[src/rtl/aabbpc_pkg.sv]
package aabbpc_pkg;

    localparam int MAX_BOXES_DEF = 16;
    localparam int POS_W         = 16;
    localparam int SIZE_W        = 12;
    localparam int INDEX_W       = 4;
    localparam int WIDE_W        = 18;

    // One stored box: left/top position and size.
    typedef struct packed {
        logic signed [POS_W-1:0] x;
        logic signed [POS_W-1:0] y;
        logic [SIZE_W-1:0]       w;
        logic [SIZE_W-1:0]       h;
    } box_entry_t;

    typedef enum logic [2:0] {
        ST_IDLE,
        ST_RD_A,
        ST_LD_A,
        ST_CMP,
        ST_MOVE,
        ST_WB_A,
        ST_OUT_RD,
        ST_OUT_EMIT
    } state_t;

    function automatic logic signed [WIDE_W-1:0] pos_ext(input logic [POS_W-1:0] v);
        pos_ext = $signed({{(WIDE_W-POS_W){v[POS_W-1]}}, v});
    endfunction

    function automatic logic signed [WIDE_W-1:0] size_ext(input logic [SIZE_W-1:0] v);
        size_ext = $signed({{(WIDE_W-SIZE_W){1'b0}}, v});
    endfunction

    // Clamp a widened position back into the signed 16-bit range.
    function automatic logic signed [POS_W-1:0] sat_pos(input logic signed [WIDE_W-1:0] v);
        if (v > 18'sd32767)
        begin
            sat_pos = 16'sh7FFF;
        end
        else if (v < -18'sd32768)
        begin
            sat_pos = 16'sh8000;
        end
        else
        begin
            sat_pos = v[POS_W-1:0];
        end
    endfunction

endpackage

[src/rtl/aabb_pairwise_collision_resolve.sv]
// Channel  | Handshake              | Fields
// ---------+------------------------+---------------------------------------------
// load     | start & !busy          | in_x, in_y, box_width, box_height, last
// result   | result_valid (1 cycle) | box_index, out_x, out_y, end_of_set
//
// A box without last is written straight to the RAM; busy stays low, so boxes may
// load back to back. A box with last starts the pass: per outer index i, box i is
// read (RD_A) and loaded (LD_A), then each pair is compared (CMP) and moved (MOVE)
// through the single read port of the box RAM, and box i is written back (WB_A).
// Then OUT_RD and OUT_EMIT stream out the results, one per cycle.
// rst_n clears the state machine, box count and result strobe; the RAM keeps
// its contents. The receiver cannot stall: each result shows for one cycle.
module aabb_pairwise_collision_resolve #(
    parameter int MAX_BOXES = aabbpc_pkg::MAX_BOXES_DEF
) (
    input  logic                                clk,
    input  logic                                rst_n,
    input  logic                                start,
    output logic                                busy,
    input  logic signed [aabbpc_pkg::POS_W-1:0] in_x,
    input  logic signed [aabbpc_pkg::POS_W-1:0] in_y,
    input  logic [aabbpc_pkg::SIZE_W-1:0]       box_width,
    input  logic [aabbpc_pkg::SIZE_W-1:0]       box_height,
    input  logic                                last,
    output logic                                result_valid,
    output logic [aabbpc_pkg::INDEX_W-1:0]      box_index,
    output logic signed [aabbpc_pkg::POS_W-1:0] out_x,
    output logic signed [aabbpc_pkg::POS_W-1:0] out_y,
    output logic                                end_of_set
);

    localparam int IDX_W = $clog2(MAX_BOXES);
    localparam int CNT_W = $clog2(MAX_BOXES + 1);
    localparam int ENT_W = $bits(aabbpc_pkg::box_entry_t);
    localparam int W     = aabbpc_pkg::WIDE_W;

    aabbpc_pkg::state_t state_reg, state_next;

    logic [CNT_W-1:0] count_reg, count_next;
    logic [IDX_W-1:0] i_reg, i_next;
    logic [IDX_W-1:0] j_reg, j_next;

    // Box i of the current outer pass, kept in flops across its pairs.
    aabbpc_pkg::box_entry_t a_reg, a_next;
    // Box j captured at compare time, with its compare results.
    aabbpc_pkg::box_entry_t b_reg, b_next;
    logic                   hit_reg, hit_next;
    logic                   altx_reg, altx_next;
    logic                   alty_reg, alty_next;
    logic signed [W-1:0]    ox_reg, ox_next;
    logic signed [W-1:0]    oy_reg, oy_next;

    logic                             result_valid_reg, result_valid_next;
    logic [IDX_W-1:0]                 box_index_reg, box_index_next;
    logic signed [aabbpc_pkg::POS_W-1:0] out_x_reg, out_x_next;
    logic signed [aabbpc_pkg::POS_W-1:0] out_y_reg, out_y_next;
    logic                             end_of_set_reg, end_of_set_next;

    logic                   mem_we;
    logic [IDX_W-1:0]       mem_waddr;
    aabbpc_pkg::box_entry_t mem_wdata;
    logic                   mem_re;
    logic [IDX_W-1:0]       mem_raddr;
    logic [ENT_W-1:0]       mem_rdata;
    aabbpc_pkg::box_entry_t rd_box;

    logic                   accept;
    logic                   room;
    logic [CNT_W-1:0]       count_inc;
    logic [CNT_W-1:0]       n_after_load;
    logic [CNT_W-1:0]       i_inc;
    logic [CNT_W-1:0]       j_inc;
    logic                   j_more;
    logic                   i_more;
    logic                   emit_last;

    // compare stage
    logic signed [W-1:0]    ax, ay, bx, by, a_re, a_be, b_re, b_be;
    // move stage
    logic                   use_x;
    logic signed [W-1:0]    h;
    logic signed [W-1:0]    pa, pb, na, nb;
    logic signed [aabbpc_pkg::POS_W-1:0] na_sat, nb_sat;
    logic [IDX_W+aabbpc_pkg::INDEX_W-1:0] index_wide;

    aabbpc_ram #(
        .WIDTH (ENT_W),
        .DEPTH (MAX_BOXES)
    ) u_box_ram (
        .clk   (clk),
        .we    (mem_we),
        .waddr (mem_waddr),
        .wdata (mem_wdata),
        .re    (mem_re),
        .raddr (mem_raddr),
        .rdata (mem_rdata)
    );

    assign rd_box = aabbpc_pkg::box_entry_t'(mem_rdata);

    assign busy         = (state_reg != aabbpc_pkg::ST_IDLE);
    assign accept       = start && !busy;
    assign room         = (count_reg < CNT_W'(MAX_BOXES));
    assign count_inc    = count_reg + CNT_W'(1);
    assign n_after_load = room ? count_inc : count_reg;
    assign i_inc        = CNT_W'(i_reg) + CNT_W'(1);
    assign j_inc        = CNT_W'(j_reg) + CNT_W'(1);
    assign j_more       = (j_inc < count_reg);
    assign i_more       = ((i_inc + CNT_W'(1)) < count_reg);
    assign emit_last    = (i_inc == count_reg);

    // Edges at full width: no saturation in the overlap test.
    assign ax   = aabbpc_pkg::pos_ext(a_reg.x);
    assign ay   = aabbpc_pkg::pos_ext(a_reg.y);
    assign bx   = aabbpc_pkg::pos_ext(rd_box.x);
    assign by   = aabbpc_pkg::pos_ext(rd_box.y);
    assign a_re = ax + aabbpc_pkg::size_ext(a_reg.w);
    assign a_be = ay + aabbpc_pkg::size_ext(a_reg.h);
    assign b_re = bx + aabbpc_pkg::size_ext(rd_box.w);
    assign b_be = by + aabbpc_pkg::size_ext(rd_box.h);

    // Overlaps are never negative on a hit, so a plain arithmetic shift halves them.
    // A tie in overlap picks the y axis; equal positions push box a positive.
    assign use_x  = (ox_reg < oy_reg);
    assign h      = use_x ? (ox_reg >>> 1) : (oy_reg >>> 1);
    assign pa     = use_x ? aabbpc_pkg::pos_ext(a_reg.x) : aabbpc_pkg::pos_ext(a_reg.y);
    assign pb     = use_x ? aabbpc_pkg::pos_ext(b_reg.x) : aabbpc_pkg::pos_ext(b_reg.y);
    assign na     = (use_x ? altx_reg : alty_reg) ? (pa - h) : (pa + h);
    assign nb     = (use_x ? altx_reg : alty_reg) ? (pb + h) : (pb - h);
    assign na_sat = aabbpc_pkg::sat_pos(na);
    assign nb_sat = aabbpc_pkg::sat_pos(nb);

    always_comb
    begin
        state_next = state_reg;
        unique case (state_reg)
            aabbpc_pkg::ST_IDLE:
            begin
                if (accept && last)
                begin
                    state_next = (n_after_load > CNT_W'(1)) ? aabbpc_pkg::ST_RD_A
                                                            : aabbpc_pkg::ST_OUT_RD;
                end
            end
            aabbpc_pkg::ST_RD_A:     state_next = aabbpc_pkg::ST_LD_A;
            aabbpc_pkg::ST_LD_A:     state_next = aabbpc_pkg::ST_CMP;
            aabbpc_pkg::ST_CMP:      state_next = aabbpc_pkg::ST_MOVE;
            aabbpc_pkg::ST_MOVE:
            begin
                state_next = j_more ? aabbpc_pkg::ST_CMP : aabbpc_pkg::ST_WB_A;
            end
            aabbpc_pkg::ST_WB_A:
            begin
                state_next = i_more ? aabbpc_pkg::ST_RD_A : aabbpc_pkg::ST_OUT_RD;
            end
            aabbpc_pkg::ST_OUT_RD:   state_next = aabbpc_pkg::ST_OUT_EMIT;
            aabbpc_pkg::ST_OUT_EMIT:
            begin
                if (emit_last)
                begin
                    state_next = aabbpc_pkg::ST_IDLE;
                end
            end
            default:                 state_next = aabbpc_pkg::ST_IDLE;
        endcase
    end

    always_comb
    begin
        count_next        = count_reg;
        i_next            = i_reg;
        j_next            = j_reg;
        a_next            = a_reg;
        b_next            = b_reg;
        hit_next          = hit_reg;
        altx_next         = altx_reg;
        alty_next         = alty_reg;
        ox_next           = ox_reg;
        oy_next           = oy_reg;
        result_valid_next = 1'b0;
        box_index_next    = box_index_reg;
        out_x_next        = out_x_reg;
        out_y_next        = out_y_reg;
        end_of_set_next   = end_of_set_reg;
        mem_we            = 1'b0;
        mem_waddr         = count_reg[IDX_W-1:0];
        mem_wdata         = '{x: in_x, y: in_y, w: box_width, h: box_height};
        mem_re            = 1'b0;
        mem_raddr         = i_reg;

        unique case (state_reg)
            aabbpc_pkg::ST_IDLE:
            begin
                if (accept)
                begin
                    // Drop the box when the set is full; last still starts the pass.
                    if (room)
                    begin
                        mem_we     = 1'b1;
                        count_next = count_inc;
                    end
                    i_next = '0;
                end
            end
            aabbpc_pkg::ST_RD_A:
            begin
                mem_re    = 1'b1;
                mem_raddr = i_reg;
            end
            aabbpc_pkg::ST_LD_A:
            begin
                a_next    = rd_box;
                j_next    = i_inc[IDX_W-1:0];
                mem_re    = 1'b1;
                mem_raddr = i_inc[IDX_W-1:0];
            end
            aabbpc_pkg::ST_CMP:
            begin
                b_next    = rd_box;
                hit_next  = (ax <= b_re) && (a_re >= bx) && (ay <= b_be) && (a_be >= by);
                altx_next = (ax < bx);
                alty_next = (ay < by);
                ox_next   = (ax > bx) ? (b_re - ax) : (a_re - bx);
                oy_next   = (ay > by) ? (b_be - ay) : (a_be - by);
            end
            aabbpc_pkg::ST_MOVE:
            begin
                // Write box j back now; box i stays in flops until its pass ends.
                mem_we    = 1'b1;
                mem_waddr = j_reg;
                mem_wdata = b_reg;
                if (hit_reg)
                begin
                    if (use_x)
                    begin
                        a_next.x    = na_sat;
                        mem_wdata.x = nb_sat;
                    end
                    else
                    begin
                        a_next.y    = na_sat;
                        mem_wdata.y = nb_sat;
                    end
                end
                if (j_more)
                begin
                    j_next    = j_inc[IDX_W-1:0];
                    mem_re    = 1'b1;
                    mem_raddr = j_inc[IDX_W-1:0];
                end
            end
            aabbpc_pkg::ST_WB_A:
            begin
                mem_we    = 1'b1;
                mem_waddr = i_reg;
                mem_wdata = a_reg;
                i_next    = i_more ? i_inc[IDX_W-1:0] : '0;
            end
            aabbpc_pkg::ST_OUT_RD:
            begin
                mem_re    = 1'b1;
                mem_raddr = i_reg;
            end
            aabbpc_pkg::ST_OUT_EMIT:
            begin
                result_valid_next = 1'b1;
                box_index_next    = i_reg;
                out_x_next        = rd_box.x;
                out_y_next        = rd_box.y;
                end_of_set_next   = emit_last;
                if (emit_last)
                begin
                    count_next = '0;
                    i_next     = '0;
                end
                else
                begin
                    // Prefetch the next box so results stream one per cycle.
                    i_next    = i_inc[IDX_W-1:0];
                    mem_re    = 1'b1;
                    mem_raddr = i_inc[IDX_W-1:0];
                end
            end
            default:
            begin
                count_next = count_reg;
            end
        endcase
    end

    always_ff @(posedge clk or negedge rst_n)
    begin
        if (!rst_n)
        begin
            state_reg        <= aabbpc_pkg::ST_IDLE;
            count_reg        <= '0;
            i_reg            <= '0;
            j_reg            <= '0;
            result_valid_reg <= 1'b0;
        end
        else
        begin
            state_reg        <= state_next;
            count_reg        <= count_next;
            i_reg            <= i_next;
            j_reg            <= j_next;
            result_valid_reg <= result_valid_next;
        end
    end

    always_ff @(posedge clk)
    begin
        a_reg          <= a_next;
        b_reg          <= b_next;
        hit_reg        <= hit_next;
        altx_reg       <= altx_next;
        alty_reg       <= alty_next;
        ox_reg         <= ox_next;
        oy_reg         <= oy_next;
        box_index_reg  <= box_index_next;
        out_x_reg      <= out_x_next;
        out_y_reg      <= out_y_next;
        end_of_set_reg <= end_of_set_next;
    end

    // Report the low bits of the load index, zero-extended for small sets.
    assign index_wide   = {{aabbpc_pkg::INDEX_W{1'b0}}, box_index_reg};
    assign box_index    = index_wide[aabbpc_pkg::INDEX_W-1:0];
    assign result_valid = result_valid_reg;
    assign out_x        = out_x_reg;
    assign out_y        = out_y_reg;
    assign end_of_set   = end_of_set_reg;

endmodule

[src/rtl/aabbpc_ram.sv]
module aabbpc_ram #(
    parameter int WIDTH = 8,
    parameter int DEPTH = 16
) (
    input  logic                     clk,
    input  logic                     we,
    input  logic [$clog2(DEPTH)-1:0] waddr,
    input  logic [WIDTH-1:0]         wdata,
    input  logic                     re,
    input  logic [$clog2(DEPTH)-1:0] raddr,
    output logic [WIDTH-1:0]         rdata
);

    logic [WIDTH-1:0] mem [DEPTH];

    always_ff @(posedge clk)
    begin
        if (we)
        begin
            mem[waddr] <= wdata;
        end
        if (re)
        begin
            rdata <= mem[raddr];
        end
    end

endmodule

[config.mk]
export PLATFORM = sky130hd
export DESIGN_NAME = aabb_pairwise_collision_resolve
export DESIGN_NICKNAME = d
export VERILOG_FILES = /design/src/rtl/aabbpc_pkg.sv /design/src/rtl/aabb_pairwise_collision_resolve.sv /design/src/rtl/aabbpc_ram.sv
export SDC_FILE = /design/constraint.sdc
export NUM_CORES = 2
export LEC_CHECK = 0
export BUFFER_PORTS_ARGS = -buffer_cell sky130_fd_sc_hd__buf_2
export CAP_MARGIN = 20
export CORE_MARGIN = 8
export CORE_UTILIZATION = 45
export DETAILED_ROUTE_END_ITERATION = 16
export RECOVER_POWER = 50
export SKIP_CTS_REPAIR_TIMING = 1
export SYNTH_ARGS = -nofsm -noshare
export SYNTH_HDL_FRONTEND = slang
export SYNTH_HIERARCHICAL = 1
export SYNTH_SLANG_ARGS = --single-unit
[constraint.sdc]
create_clock -name clk -period 12.46 [get_ports clk]
set_clock_uncertainty 0.15 [all_clocks]
set_input_delay 0.623 -clock clk [delete_from_list [all_inputs] [get_ports clk]]
set_output_delay 0.623 -clock clk [all_outputs]
set_load 0.01 [all_outputs]
==> impl_metrics.tcl <==
set metrics [dict create \
    vias 32510 \
    fmax_ghz 0.1098 \
    io_pins 99 \
    routed_wl_um 158700 \
    routabilityCongestion 0.9739 \
    largest-register "u_box_ram/mem" \
    worst_ep_required_time_ps 12590 \
    crit_chain "clkbuf_1, nor2b_1, and2_0, clkbuf_1" \
    core_um2 119300 \
    track_usage_pct 23.76 \
    hpwlAfterDp_um 101000 \
    hold_path.class "in -> reg" \
    violations "max-capacitance violations, max-slew violations" \
    drv_slew 637 \
    setup_viol 0 \
    criticalPathCategory "reg -> reg" \
    max_slew_margin_pct -196.0 \
    path_delay_family "buffers and inverters" \
    drive_above_1_share_pct 14.84 \
    worstPathArrival_ps 9230 \
    clk_latency_ps 760 \
    cts.htree.levels 3 \
    async_reset_ff_share_pct 1.469 \
    synth_top_area_share_pct 63.58 \
    ys_types 85 \
    rsz0062_at_grt "no" \
    drtIter0Drc 3695 \
    syn2layout_area_growth_pct 11.76 \
    seq_area_frac_synth_pct 64.37 \
    syn-cell-area_um2 53840 \
    cts.path.max_buffers 3 \
    grt_start_max_net_pins 121 \
    yosys-top-cells-area "edfxtp_1, mux4_2, ha_1, xnor2_1, a22oi_1" \
    cap_viol_max_count 23 \
    die_x_um 361.9 \
    path_max_fanout 49 \
    avgSynthCellArea_um2 15.29 \
    die_h_um 361.9 \
    synth_seq_cells 1157 \
    cts_tree "done" \
    path_buf_inv 2 \
    clk_pin_slew_worst_paths_ps 70 \
    synth_top_cell_by_area "edfxtp_1" \
    synth_edf_count 1140 \
    final.min_clock_period_ps 9105 \
    tightest_slew_ps 4440 \
    worst_path_max_delay_cell "and2_0" \
    die_area_um2 131000 \
    drc_errors 0 \
    ys.flop_type "edfxtp_1" \
    grt_pass1_vias 31790 \
    drt_pass1_iterations 9 \
    fin_cells 5394 \
    nets 3962 \
    status "complete, but fails checks" \
    end_kind "flop" \
    syn-num-nets 3803 \
    fin_setup_tns_ps 0 \
    io_buffers 98 \
    crit_path_start_kind "flop" \
    fillCellCount 10040 \
    layout_commonest_cell "edfxtp_1" \
    critPathMostFrequentCell "clkbuf_1" \
    layout_common_cells "edfxtp_1, nand2_1, mux4_2" \
    grt-ovfl-total 0 \
    dp.cells 5171 \
    viasPerCell 6.028 \
    max_stage_delay_ps 3180 \
    cts.sinks 1157 \
    yosys_warnings 6 \
    drt-wirelength-per-cell_um 29.43 \
    period_share_pct 73.08 \
    hold_violations 0 \
    rows 127 \
    root_buffer "clkbuf_16" \
    grt_antenna_before_repair 4 \
    numCtsBuffers 117 \
    largest_register_ffs 896 \
    antenna_left 0 \
    start_util_pct 45.12 \
    syn_inst 3521 \
    grt_pass1_wl_um 227300 \
]
## synthesized netlist by cell type, drive strengths merged, types with 10 or more instances
library cell  number
nor2             150
a21o              40
nand2b            33
a22oi            141
a211o             16
a21oi            129
ha               212
dfrtp             17
fa                10
inv              185
buf               47
mux4             224
nand3             48
mux2i             53
edfxtp          1140
o21ai            175
or3               12
xor2              36
nor2b             48
o21bai            31
o211ai            20
xnor2            122
a211oi            11
a222oi            30
o31ai             10
a21boi            22
o21a              26
nand2            252
nor3              39
clkbuf            95
nand4             33
## tightest hold or removal path: cells and delay by family
kind	cells	cell delay, ps
buf+inv	1	80
compound gates	1	80
simple gates	1	40
## cell type report
class                      count  area (um^2)  area share (%)
sequential                  1157        34660           57.60
multi-input combinational   2037        17930           29.80
clock buffer                 140         3014           5.009
tap                         1612         2017           3.352
timing repair buffer         182        964.7           1.603
clock inverter                79        888.4           1.476
inverter                     185        694.4           1.154
antenna                        2        5.005        0.008318
## per-stage QoR
stage          setup WS (ps)  util (%)  area [um^2]  hold slack [ps]
2_1_floorplan           4912         -        53840            177.4
3_3_place_gp            4101     47.39        56550            381.9
3_5_place_dp            3851     47.40        56570            380.9
4_1_cts                 3805     50.67        60470           -325.2
5_1_grt                 2811     50.42        60170            57.39
6_report                3355     50.42        60170            69.49
## logic make-up after synthesis
logic type / count (synthesis) / share of synthesized area, %
flip-flops: 1157 / 64.37
AO/OA/AOI/OAI: 707 / 8.875
AND/OR/NAND/NOR: 662 / 5.710
buffers and inverters: 327 / 2.577
multiplexers: 286 / 10.54
adder cells (fa/ha/maj): 224 / 5.338
XOR/XNOR: 158 / 2.584
## layer usage
metal	track usage [%]	share of wire, %
met5	0	0
met2	38.58	47
met1	33.16	42
met3	3.698	7.4
met4	7.182	3.3
## worst paths after layout
path                                    start                    to  slack [ps]  depth (start not counted)
setup / recovery                 state_reg[0]             ox_reg[2]        3350                          4
hold / removal                  box_height[6]  u_box_ram/mem[14][6]          70                          3
hold reg to reg            u_box_ram/rdata[8]              a_reg[8]         380                          0
max in group asynchronous               rst_n          state_reg[0]       10990                          2
setup reg to reg                 state_reg[0]             ox_reg[2]        3350                          4
min in group asynchronous               rst_n          state_reg[1]         490                          2
Power is not shown: default switching activity piles up to over one toggle a cycle in this logic, so the estimate is an artifact.
